===== config.mk =====
export PLATFORM = sky130hd
export DESIGN_NAME = printable_string_extractor_unit
export DESIGN_NICKNAME = d
export VERILOG_FILES = /design/src/rtl/core/pse_pkg.sv /design/src/rtl/core/pse_front.sv /design/src/rtl/core/pse_fifo.sv /design/src/rtl/core/pse_back.sv /design/src/rtl/core/printable_string_extractor_unit.sv
export VERILOG_INCLUDE_DIRS = /design/src /design/src/rtl/core
export SDC_FILE = /design/constraint.sdc
export NUM_CORES = 2
export LEC_CHECK = 0
export ABC_AREA = 0
export BUFFER_PORTS_ARGS = -buffer_cell sky130_fd_sc_hd__buf_2
export CAP_MARGIN = 5
export CORE_ASPECT_RATIO = 0.8
export CORE_MARGIN = 2
export CORE_UTILIZATION = 53
export DETAILED_ROUTE_END_ITERATION = 16
export HOLD_SLACK_MARGIN = 0.08
export PLACE_DENSITY = 0.71
export SLEW_MARGIN = 20
export SYNTH_ARGS = -nofsm -noshare
export SYNTH_HDL_FRONTEND = slang
export SYNTH_SLANG_ARGS = --single-unit
export TNS_END_PERCENT = 30

===== constraint.sdc =====
create_clock -name clk_i -period 29.7 [get_ports clk_i]
set_input_delay 5.94 -clock clk_i [delete_from_list [all_inputs] [get_ports clk_i]]
set_output_delay 5.94 -clock clk_i [all_outputs]
set_load 0.05 [all_outputs]

===== src/rtl/core/assert_macros.svh =====
// Assertion macros shared by the string extractor RTL.
`ifndef ASSERT_MACROS_SVH
`define ASSERT_MACROS_SVH

// Same-cycle implication, clocked on clk_i, off while rst_ni is low.
`define PSE_ASSERT_IMP(lbl, ante, cons, msg) \
  lbl: assert property (@(posedge clk_i) disable iff (!rst_ni) (ante) |-> (cons)) \
    else $error(msg);

// Next-cycle implication, clocked on clk_i, off while rst_ni is low.
`define PSE_ASSERT_NXT(lbl, ante, cons, msg) \
  lbl: assert property (@(posedge clk_i) disable iff (!rst_ni) (ante) |=> (cons)) \
    else $error(msg);

`endif


===== src/rtl/core/pse_pkg.sv =====
// Types, constants and helper functions of the printable string extractor.
`timescale 1ns / 1ps

package pse_pkg;

  // Configuration register indexes
  typedef enum logic [1:0] {
    REG_MIN_LENGTH  = 2'd0,
    REG_WIDE_ENABLE = 2'd1,
    REG_BIG_ENDIAN  = 2'd2,
    REG_RESULT_CAP  = 2'd3
  } cfg_reg_e;

  localparam int unsigned CfgIndexW = 2;
  localparam int unsigned CfgDataW  = 16;

  localparam logic [7:0]  MinLengthReset = 8'd4;
  localparam logic [15:0] ResultCapReset = 16'd50000;

  localparam logic [7:0] CharTab   = 8'h09;
  localparam logic [7:0] CharFirst = 8'h20;
  localparam logic [7:0] CharLast  = 8'h7e;

  localparam logic KindString  = 1'b0;
  localparam logic KindSummary = 1'b1;

  localparam logic [1:0] EncAscii   = 2'd0;
  localparam logic [1:0] EncUtf16Le = 2'd1;
  localparam logic [1:0] EncUtf16Be = 2'd2;

  // ASCII lane, wide lane 0, wide lane 1
  localparam int unsigned NumLanes = 3;
  // Byte-step closes (three lanes), end-of-image closes (three lanes), summary
  localparam int unsigned NumSlots    = 7;
  localparam int unsigned SlotSummary = 6;
  localparam int unsigned SlotIdxW    = 3;
  localparam int unsigned LaneIdxW    = 2;

  typedef struct packed {
    logic [7:0] data_byte;
    logic       end_of_image;
  } in_req_t;

  typedef struct packed {
    logic        item_kind;
    logic [31:0] start_offset;
    logic [31:0] char_count;
    logic [1:0]  encoding;
    logic [31:0] total_count;
    logic        truncated;
    logic        last_result;
  } out_res_t;

  typedef struct packed {
    logic [31:0] start_offset;
    logic [31:0] char_count;
  } lane_rec_t;

  // One queue entry: every result that a single byte causes
  typedef struct packed {
    lane_rec_t [NumLanes-1:0] rec;
    logic [1:0]               wide_enc;
    logic [NumSlots-1:0]      slots;
    logic [31:0]              total_count;
    logic                     truncated;
  } entry_t;

  function automatic logic is_printable(input logic [7:0] b);
    return (b == CharTab) || ((b >= CharFirst) && (b <= CharLast));
  endfunction

endpackage


===== src/rtl/core/pse_front.sv =====
// Front end: takes image bytes, tracks the three lanes and builds result entries.
`timescale 1ns / 1ps

module pse_front #(
  parameter int unsigned OFFSET_BITS = 32
) (
  input  logic                            clk_i,
  input  logic                            rst_ni,
  input  logic                            in_valid_i,
  input  pse_pkg::in_req_t                in_req_i,
  input  logic                            queue_full_i,
  output logic                            in_stall_o,
  output logic                            push_o,
  output pse_pkg::entry_t                 entry_o,
  input  logic                            cfg_valid_i,
  output logic                            cfg_ready_o,
  input  logic [pse_pkg::CfgIndexW-1:0]   cfg_index_i,
  input  logic [pse_pkg::CfgDataW-1:0]    cfg_data_i
);

  `include "assert_macros.svh"

  typedef logic [OFFSET_BITS-1:0] pos_t;

  function automatic pos_t sat_inc(input pos_t v);
    return (v == '1) ? v : v + pos_t'(1);
  endfunction

  function automatic logic qualifies(input pos_t len, input logic [7:0] min_len);
    logic [7:0] need;
    need = (min_len == 8'd0) ? 8'd1 : min_len;
    return (len != '0) && (len >= pos_t'(need));
  endfunction

  function automatic logic [31:0] low32(input pos_t v);
    logic [63:0] w;
    w = 64'(v);
    return w[31:0];
  endfunction

  // Configuration registers
  logic [7:0]  min_length_q;
  logic        wide_enable_q;
  logic        big_endian_q;
  logic [15:0] result_cap_q;

  // Scan state
  pos_t        pos_q, pos_d;
  pos_t        a_start_q, a_start_d;
  pos_t        a_len_q, a_len_d;
  pos_t        w_start_q [2];
  pos_t        w_start_d [2];
  pos_t        w_len_q [2];
  pos_t        w_len_d [2];
  logic [7:0]  w_first_q [2];
  logic [7:0]  w_first_d [2];
  logic [15:0] emitted_q, emitted_d;
  logic [31:0] found_q, found_d;
  logic        cap_hit_q, cap_hit_d;

  logic        accept;
  logic [7:0]  byte_w;
  logic        eoi;
  logic        pr;
  logic [7:0]  ch, zero;
  logic [1:0]  wenc;
  logic [pse_pkg::NumLanes-1:0]   close_b;
  logic [pse_pkg::NumLanes-1:0]   qual_e;
  logic [2*pse_pkg::NumLanes-1:0] qual;
  logic [2*pse_pkg::NumLanes-1:0] emit;
  pos_t        rec_start [pse_pkg::NumLanes];
  pos_t        rec_len [pse_pkg::NumLanes];
  logic [32:0] found_sum;
  logic [15:0] em;
  logic        hit;
  pse_pkg::entry_t entry;

  assign accept      = in_valid_i && !in_stall_o;
  assign in_stall_o  = queue_full_i;
  assign cfg_ready_o = 1'b1;
  assign byte_w      = in_req_i.data_byte;
  assign eoi         = in_req_i.end_of_image;

  always_comb begin
    pos_d     = pos_q;
    a_start_d = a_start_q;
    a_len_d   = a_len_q;
    w_start_d = w_start_q;
    w_len_d   = w_len_q;
    w_first_d = w_first_q;
    close_b   = '0;
    ch        = '0;
    zero      = '0;
    pr        = pse_pkg::is_printable(byte_w);
    wenc      = big_endian_q ? pse_pkg::EncUtf16Be : pse_pkg::EncUtf16Le;

    // ASCII lane
    if (pr) begin
      if (a_len_q == '0) begin
        a_start_d = pos_q;
      end
      a_len_d = sat_inc(a_len_q);
    end else begin
      close_b[0] = 1'b1;
      a_len_d    = '0;
    end

    // Wide lanes: lane p pairs when the position parity differs from p
    for (int p = 0; p < 2; p++) begin
      if (pos_q[0] == 1'(p)) begin
        w_first_d[p] = byte_w;
      end else if (!wide_enable_q) begin
        w_len_d[p] = '0;
      end else if (pos_q >= pos_t'(p + 1)) begin
        ch   = big_endian_q ? byte_w : w_first_q[p];
        zero = big_endian_q ? w_first_q[p] : byte_w;
        if ((zero == 8'd0) && pse_pkg::is_printable(ch)) begin
          if (w_len_q[p] == '0) begin
            w_start_d[p] = pos_q - pos_t'(1);
          end
          w_len_d[p] = sat_inc(w_len_q[p]);
        end else begin
          close_b[p+1] = 1'b1;
          w_len_d[p]   = '0;
        end
      end
    end
    if (!wide_enable_q) begin
      w_len_d[0] = '0;
      w_len_d[1] = '0;
    end

    pos_d = sat_inc(pos_q);

    // A lane closes once per byte: either at the byte itself or at end of image
    rec_start[0] = close_b[0] ? a_start_q : a_start_d;
    rec_len[0]   = close_b[0] ? a_len_q : a_len_d;
    for (int p = 0; p < 2; p++) begin
      rec_start[p+1] = close_b[p+1] ? w_start_q[p] : w_start_d[p];
      rec_len[p+1]   = close_b[p+1] ? w_len_q[p] : w_len_d[p];
    end

    qual_e = '0;
    for (int l = 0; l < pse_pkg::NumLanes; l++) begin
      qual[l] = close_b[l] && qualifies(rec_len[l], min_length_q);
      qual_e[l] = eoi && !close_b[l] && qualifies(rec_len[l], min_length_q);
      qual[l+pse_pkg::NumLanes] = qual_e[l];
    end

    // Count every qualifying run, emit while below the cap
    found_sum = {1'b0, found_q} + 33'($countones(qual));
    found_d   = found_sum[32] ? 32'hffff_ffff : found_sum[31:0];
    em        = emitted_q;
    hit       = cap_hit_q;
    emit      = '0;
    for (int k = 0; k < 2 * pse_pkg::NumLanes; k++) begin
      if (qual[k]) begin
        if (em < result_cap_q) begin
          emit[k] = 1'b1;
          em      = em + 16'd1;
        end else begin
          hit = 1'b1;
        end
      end
    end
    emitted_d = em;
    cap_hit_d = hit;

    entry = '0;
    for (int l = 0; l < pse_pkg::NumLanes; l++) begin
      entry.rec[l].start_offset = low32(rec_start[l]);
      entry.rec[l].char_count   = low32(rec_len[l]);
    end
    entry.wide_enc    = wenc;
    entry.slots       = {eoi, emit};
    entry.total_count = found_d;
    entry.truncated   = cap_hit_d;

    // Return to the start-of-image state after the summary
    if (eoi) begin
      pos_d     = '0;
      a_start_d = '0;
      a_len_d   = '0;
      for (int p = 0; p < 2; p++) begin
        w_start_d[p] = '0;
        w_len_d[p]   = '0;
        w_first_d[p] = '0;
      end
      emitted_d = '0;
      found_d   = '0;
      cap_hit_d = 1'b0;
    end
  end

  assign push_o  = accept && (entry.slots != '0);
  assign entry_o = entry;

  always_ff @(posedge clk_i or negedge rst_ni) begin
    if (!rst_ni) begin
      min_length_q  <= pse_pkg::MinLengthReset;
      wide_enable_q <= 1'b0;
      big_endian_q  <= 1'b0;
      result_cap_q  <= pse_pkg::ResultCapReset;
    end else if (cfg_valid_i && cfg_ready_o) begin
      case (pse_pkg::cfg_reg_e'(cfg_index_i))
        pse_pkg::REG_MIN_LENGTH:  min_length_q  <= cfg_data_i[7:0];
        pse_pkg::REG_WIDE_ENABLE: wide_enable_q <= cfg_data_i[0];
        pse_pkg::REG_BIG_ENDIAN:  big_endian_q  <= cfg_data_i[0];
        pse_pkg::REG_RESULT_CAP:  result_cap_q  <= cfg_data_i;
        default: ;
      endcase
    end
  end

  always_ff @(posedge clk_i or negedge rst_ni) begin
    if (!rst_ni) begin
      pos_q     <= '0;
      a_start_q <= '0;
      a_len_q   <= '0;
      for (int p = 0; p < 2; p++) begin
        w_start_q[p] <= '0;
        w_len_q[p]   <= '0;
        w_first_q[p] <= '0;
      end
      emitted_q <= '0;
      found_q   <= '0;
      cap_hit_q <= 1'b0;
    end else if (accept) begin
      pos_q     <= pos_d;
      a_start_q <= a_start_d;
      a_len_q   <= a_len_d;
      w_start_q <= w_start_d;
      w_len_q   <= w_len_d;
      w_first_q <= w_first_d;
      emitted_q <= emitted_d;
      found_q   <= found_d;
      cap_hit_q <= cap_hit_d;
    end
  end

  `PSE_ASSERT_NXT(a_front_eoi_clears_pos, accept && eoi, pos_q == '0, "position not cleared after end of image")
  `PSE_ASSERT_IMP(a_front_eoi_pushes, accept && eoi, push_o, "end of image without a summary request")
  `PSE_ASSERT_IMP(a_front_no_push_when_full, queue_full_i, !push_o, "request pushed into a full queue")

endmodule


===== src/rtl/core/pse_fifo.sv =====
// Short queue of result entries between the front end and the back end.
`timescale 1ns / 1ps

module pse_fifo #(
  parameter int unsigned Depth = 4
) (
  input  logic            clk_i,
  input  logic            rst_ni,
  input  logic            push_i,
  input  pse_pkg::entry_t entry_i,
  output logic            full_o,
  input  logic            pop_i,
  output logic            empty_o,
  output pse_pkg::entry_t head_o
);

  `include "assert_macros.svh"

  localparam int unsigned PtrW = (Depth > 1) ? $clog2(Depth) : 1;
  localparam int unsigned CntW = $clog2(Depth + 1);

  pse_pkg::entry_t mem_q [Depth];
  logic [PtrW-1:0] wr_ptr_q, wr_ptr_d;
  logic [PtrW-1:0] rd_ptr_q, rd_ptr_d;
  logic [CntW-1:0] cnt_q, cnt_d;

  assign full_o  = (cnt_q == CntW'(Depth));
  assign empty_o = (cnt_q == '0);
  assign head_o  = mem_q[rd_ptr_q];

  always_comb begin
    wr_ptr_d = wr_ptr_q;
    rd_ptr_d = rd_ptr_q;
    cnt_d    = cnt_q;
    if (push_i) begin
      wr_ptr_d = (wr_ptr_q == PtrW'(Depth - 1)) ? '0 : wr_ptr_q + PtrW'(1);
    end
    if (pop_i) begin
      rd_ptr_d = (rd_ptr_q == PtrW'(Depth - 1)) ? '0 : rd_ptr_q + PtrW'(1);
    end
    if (push_i && !pop_i) begin
      cnt_d = cnt_q + CntW'(1);
    end else if (pop_i && !push_i) begin
      cnt_d = cnt_q - CntW'(1);
    end
  end

  always_ff @(posedge clk_i or negedge rst_ni) begin
    if (!rst_ni) begin
      wr_ptr_q <= '0;
      rd_ptr_q <= '0;
      cnt_q    <= '0;
    end else begin
      wr_ptr_q <= wr_ptr_d;
      rd_ptr_q <= rd_ptr_d;
      cnt_q    <= cnt_d;
    end
  end

  always_ff @(posedge clk_i) begin
    if (push_i) begin
      mem_q[wr_ptr_q] <= entry_i;
    end
  end

  `PSE_ASSERT_IMP(a_fifo_no_overflow, push_i, !full_o, "push into a full queue")
  `PSE_ASSERT_IMP(a_fifo_no_underflow, pop_i, !empty_o, "pop from an empty queue")

endmodule


===== src/rtl/core/pse_back.sv =====
// Back end: unpacks queued entries into result requests, one per cycle while not stalled.
`timescale 1ns / 1ps

module pse_back (
  input  logic             clk_i,
  input  logic             rst_ni,
  input  logic             empty_i,
  input  pse_pkg::entry_t  head_i,
  output logic             pop_o,
  output logic             out_valid_o,
  input  logic             out_stall_i,
  output pse_pkg::out_res_t out_res_o
);

  `include "assert_macros.svh"

  pse_pkg::entry_t cur_q, cur_d;
  logic [pse_pkg::NumSlots-1:0] slots_q, slots_d;
  logic [pse_pkg::NumSlots-1:0] remaining;
  logic [pse_pkg::SlotIdxW-1:0] pick;
  logic [pse_pkg::LaneIdxW-1:0] lane;
  logic fire;
  logic load;
  pse_pkg::out_res_t res;

  assign out_valid_o = (slots_q != '0);
  assign fire        = out_valid_o && !out_stall_i;

  always_comb begin
    pick = '0;
    for (int k = pse_pkg::NumSlots - 1; k >= 0; k--) begin
      if (slots_q[k]) begin
        pick = pse_pkg::SlotIdxW'(k);
      end
    end
    lane = (pick >= pse_pkg::SlotIdxW'(pse_pkg::NumLanes))
         ? pse_pkg::LaneIdxW'(pick - pse_pkg::SlotIdxW'(pse_pkg::NumLanes))
         : pse_pkg::LaneIdxW'(pick);
    remaining = slots_q & ~(pse_pkg::NumSlots'(1) << pick);

    res = '0;
    if (pick == pse_pkg::SlotIdxW'(pse_pkg::SlotSummary)) begin
      res.item_kind   = pse_pkg::KindSummary;
      res.total_count = cur_q.total_count;
      res.truncated   = cur_q.truncated;
    end else begin
      res.item_kind    = pse_pkg::KindString;
      res.start_offset = cur_q.rec[lane].start_offset;
      res.char_count   = cur_q.rec[lane].char_count;
      res.encoding     = (lane == '0) ? pse_pkg::EncAscii : cur_q.wide_enc;
    end
    res.last_result = (remaining == '0);
  end

  assign out_res_o = res;

  // Refill as the last request of an entry leaves, so entries run back to back
  assign load  = !out_valid_o || (fire && (remaining == '0));
  assign pop_o = load && !empty_i;

  always_comb begin
    cur_d   = cur_q;
    slots_d = slots_q;
    if (load) begin
      if (!empty_i) begin
        cur_d   = head_i;
        slots_d = head_i.slots;
      end else begin
        slots_d = '0;
      end
    end else if (fire) begin
      slots_d = remaining;
    end
  end

  always_ff @(posedge clk_i or negedge rst_ni) begin
    if (!rst_ni) begin
      slots_q <= '0;
    end else begin
      slots_q <= slots_d;
    end
  end

  always_ff @(posedge clk_i) begin
    cur_q <= cur_d;
  end

  `PSE_ASSERT_IMP(a_back_summary_is_last, out_valid_o && (res.item_kind == pse_pkg::KindSummary), res.last_result, "summary request not marked last")
  `PSE_ASSERT_NXT(a_back_stall_holds, out_valid_o && out_stall_i, out_valid_o && $stable(slots_q), "pending requests changed under stall")

endmodule


===== src/rtl/core/printable_string_extractor_unit.sv =====
// Top level of the printable string extractor: front end, result queue, back end.
`timescale 1ns / 1ps

// Scans an image streamed one byte per request on in_req_i and reports runs of
// printable characters (tab or 0x20..0x7E) as ASCII and, with wide_enable set,
// as UTF-16 at both pair parities. The front end takes one byte every cycle and
// does all lane tracking, counting and cap handling for it in that cycle, so a
// byte is accepted per clock as long as the result queue (QUEUE_DEPTH entries)
// has room. Each byte that causes results places one entry in the queue; the
// back end sends those results out at one per cycle while out_stall_i is low,
// up to four for an end of image byte (runs first, then the summary with
// last_result set). The output rate is thus the limit: bytes that each cause at
// most one result stream at one per cycle without output stalls, while bursts
// of closing runs fill the queue and stall the input. The first result of a
// byte reaches out_res_o once its entry is in the queue and loaded into the
// back end. There is no clearing pass after reset. Configuration writes are
// taken every cycle and must only occur while no byte is in flight.
module printable_string_extractor_unit #(
  parameter int unsigned OFFSET_BITS = 32,
  parameter int unsigned QUEUE_DEPTH = 4
) (
  input  logic                          clk_i,
  input  logic                          rst_ni,
  input  logic                          in_valid_i,
  output logic                          in_stall_o,
  input  pse_pkg::in_req_t              in_req_i,
  output logic                          out_valid_o,
  input  logic                          out_stall_i,
  output pse_pkg::out_res_t             out_res_o,
  input  logic                          cfg_valid_i,
  output logic                          cfg_ready_o,
  input  logic [pse_pkg::CfgIndexW-1:0] cfg_index_i,
  input  logic [pse_pkg::CfgDataW-1:0]  cfg_data_i
);

  logic            push;
  logic            pop;
  logic            full;
  logic            empty;
  pse_pkg::entry_t push_entry;
  pse_pkg::entry_t head_entry;

  pse_front #(
    .OFFSET_BITS(OFFSET_BITS)
  ) u_front (
    .clk_i       (clk_i),
    .rst_ni      (rst_ni),
    .in_valid_i  (in_valid_i),
    .in_req_i    (in_req_i),
    .queue_full_i(full),
    .in_stall_o  (in_stall_o),
    .push_o      (push),
    .entry_o     (push_entry),
    .cfg_valid_i (cfg_valid_i),
    .cfg_ready_o (cfg_ready_o),
    .cfg_index_i (cfg_index_i),
    .cfg_data_i  (cfg_data_i)
  );

  pse_fifo #(
    .Depth(QUEUE_DEPTH)
  ) u_fifo (
    .clk_i  (clk_i),
    .rst_ni (rst_ni),
    .push_i (push),
    .entry_i(push_entry),
    .full_o (full),
    .pop_i  (pop),
    .empty_o(empty),
    .head_o (head_entry)
  );

  pse_back u_back (
    .clk_i      (clk_i),
    .rst_ni     (rst_ni),
    .empty_i    (empty),
    .head_i     (head_entry),
    .pop_o      (pop),
    .out_valid_o(out_valid_o),
    .out_stall_i(out_stall_i),
    .out_res_o  (out_res_o)
  );

endmodule

==> summary.md <==
| Metric | Value |
|---|---|
| Cells after Synth | `5260` |
| Final Instance Area | `76880 um2` |
| Final Util | `59.17%` |
| Wire length per cell | `26.61 um` |
| RR Endpoint | `u_front.emitted_q[6]$_DFFE_PN0P_` |
| Root buf cell | `clkbuf_16` |
| Worst Skew | `0.03251 ns` |
| GP Congestion | `0.9662` |
| Number of fill cells in the layout | `10040` |
| I/O pin total | `136` |
| Required time of the critical path | `30.41 ns` |
| H-Tree Level Count | `4` |
| Pin count of the biggest net entering global routing | `130` |
| Actual transition at the worst max-transition pin | `1.114 ns` |
| Cts hold-fix bufs | `0` |
| Vias in the first global route | `44310` |
| Initial antenna violation count | `4` |
| Peak VDD IR | `0.0002572 V` |
| Register area | `43170 um2` |
| Worst hold-check path type | `reg2reg` |
| Worst-Skew Late Latency | `0.79 ns` |
| 1st-pass router iterations | `6` |
| Via count | `46190` |
| Crit end category | `flop` |
| Post-DP HPWL | `120.4 mm` |
| Yosys warning count | `0` |
| Die height | `328.3 um` |
| Power Dens Cells | `106.4 nW/um2` |
| Max clock buf depth | `3` |
| Highest-count cells in the layout ignoring fill and taps | `edfxtp_1 (1163), nand2_1 (515), dfrtp_1 (320), nor2_1 (306), a21oi_1 (281)` |
| Final Net Count | `5465` |
| Final setup vio count | `0` |
| GRT overflow | `0` |
| Hold Violations, Final | `0` |
| Dominant cells by area after synthesis | `edfxtp_1 (50%), dfrtp_1 (12%), mux4_2 (7.6%)` |
| WL final | `190.2 mm` |
| Final Max Slew Viols | `0` |
| Placed cell area | `71910 um2` |
| Synth area leader | `edfxtp_1` |
| DRC Markers | `0` |
| CTS clk-pin slew, worst paths | `0.06 ns` |
| Worst hold path depth | `1` |
| Outcome | `finished clean` |
| Die ar. | `134400 um2` |
| I/O Buffers | `134` |
| Part of the cycle the worst path needs | `91.75%` |
| Post-synth top area share | `50.13%` |
| #FFs+latches synth | `1492` |
| RSZ-0062 raised after global routing | `no` |
| Area grow syn2layout | `10.36%` |
| Final ANT Viol Nets | `0` |
| Most common cell after layout, fill and taps aside | `edfxtp_1` |
| Achievable frequency | `0.03670 GHz` |
| First-pass GRT wire length | `286.7 mm` |
| Max-cap violations | `0` |
| Hold endpoint | `u_front.w_start_q[32]$_DFFE_PN0P_` |
| Post-synth EDFFs | `1163` |
| Leak | `28.77 nW` |
| Reg-to-reg startpoint | `u_front.a_len_q[0]$_DFFE_PN0P_` |
| Worst setup path class | `in2reg` |
| R2r worst-path depth | `92` |
| Clk sinks | `1492` |
| Post-CTS Repair Setup Buffers | `0` |
| Initial Util | `53.62%` |
| Crit. Startpoint | `in_req_i[2]` |
| Row count | `118` |
| Cts bufs inserted | `147` |
| Core Box Area | `129900 um2` |
| Syn avg cell area | `13.24 um2` |
| CP max-delay cell | `nor2_1` |
| R2R setup slack | `6.90 ns` |
| Synth Cell Area | `69660 um2` |
| Most frequent CP cell | `a21o_1` |
| DR iter-0 viols | `5997` |
| Period minus WS final | `27.25 ns` |
| Syn Nets | `5445` |
| Dominant synthesized flop cell | `edfxtp_1` |
| Register area share after synthesis | `61.96%` |
| Drt via density | `6.462` |
| Area of the multi-input gates | `24770 um2` |
| Crit-path max cell delay | `0.66 ns` |
| Hold Startpoint | `u_front.w_start_q[32]$_DFFE_PN0P_` |
| Worst Path Max Fanout | `14` |
| Fin Setup TNS | `0 ns` |
| Data arrival, critical path | `27.96 ns` |
| Async S/R FF share, synth | `22.05%` |
| Die extent in x | `409.3 um` |
| Post-CTS sizing | `0` |
| Share of cells above drive strength 1 | `15.36%` |
| Total track usage | `28.20%` |
| Max transition margin | `25.72%` |
| CTS tree | `yes` |
| Post-synthesis cell type count | `118` |
| Crit start category | `input pin` |
[cell type report]
type                    instances  area share [%]
repair buffers                216           1.777
inverters                     119          0.5908
clock inverters                69           1.087
well taps                    1740           2.832
clock buffers                 205           5.328
diodes                          2        0.006510
multi-input cells            3304           32.22
flip-flops and latches       1492           56.16
[worst max-delay path, delay by kind of cell]
| family | cells | cell delay (ns) |
|---|---|---|
| xor gates and xnor gates | 6 | 1.80 |
| and+or+nand+nor | 40 | 9.58 |
| AOI/OAI and AO/OA | 32 | 7.46 |
| buffers and inverters | 7 | 1.05 |
| muxes | 1 | 0.26 |
| adders and majority gates | 6 | 1.82 |
[worst max-delay path by stage]
| stage | end | cells past startpoint | slack (ns) |
|---|---|---|---|
| floorplan | u_front.emitted_q[8]$_DFFE_PN0P_ | 92 | 5.37 |
| global placement | u_front.emitted_q[9]$_DFFE_PN0P_ | 91 | 2.70 |
| detailed placement | u_front.emitted_q[6]$_DFFE_PN0P_ | 92 | 2.18 |
| CTS | u_front.emitted_q[6]$_DFFE_PN0P_ | 92 | 2.94 |
| global route | u_front.emitted_q[9]$_DFFE_PN0P_ | 92 | 0.91 |
| finish | u_front.emitted_q[6]$_DFFE_PN0P_ | 92 | 2.45 |
[logic make-up after synthesis]
| kind of cell | Yosys count | share of synthesized area (%) |
|---|---|---|
| and+or+nand+nor | 1599 | 11.49 |
| DFF | 1492 | 61.96 |
| AOI/OAI and AO/OA | 1042 | 9.814 |
| buffers and inverters | 464 | 2.624 |
| muxes | 300 | 8.617 |
| xor gates and xnor gates | 209 | 2.698 |
| adders and majority gates | 153 | 2.791 |
| other | 1 | 0.005383 |
[through the flow]
step / worst slack, ns / hold WS (ns) / total power [mW] / std cells
after global placement: 2.703 / 0.4665 / 6.278 / 6870
after detailed placement: 2.183 / 0.4749 / 6.308 / 6870
after global routing: 0.9145 / 0.5135 / 8.504 / 7146
after CTS: 2.944 / 0.4931 / 8.203 / 7144
final: 2.452 / 0.4908 / 8.176 / 7147
after floorplan: 5.374 / 0.4490 / 5.091 / 5260
[per-layer routing]
metal	GRT usage, %	wire, um	vias up
met3	6.217	18970	256
met4	7.097	3897	0
met5	0	0	-
li1	-	-	20240
met1	42.91	82680	23430
met2	41.43	84650	2257
[registers in the layout, indices dropped and copies added (netlist names), 32 cells and up]
signal / cells
u_fifo.mem_q: 936
u_front.found_q: 32
u_front.pos_q: 32
u_back.cur_q: 227
u_front.a_start_q: 32
u_front.w_len_q: 64
u_front.a_len_q: 32
u_front.w_start_q: 64
[report_power, final]
part / switching [mW] / internal, mW
sequential: 0.113 / 2.58
clock: 0.811 / 1.08
combinational: 2.72 / 0.870
total: 3.64 / 4.53
[cells in the mapped netlist (102+ instances only)]
master	count
edfxtp_1	1163
nand2_1	516
dfrtp_1	322
nor2_1	308
a21oi_1	282
o21ai_0	273
clkbuf_1	246
mux4_2	234
ha_1	149
a22o_1	147
nand3_1	132
inv_1	115
xnor2_1	113
nor3_1	102
(Power assumes the default switching activity.)
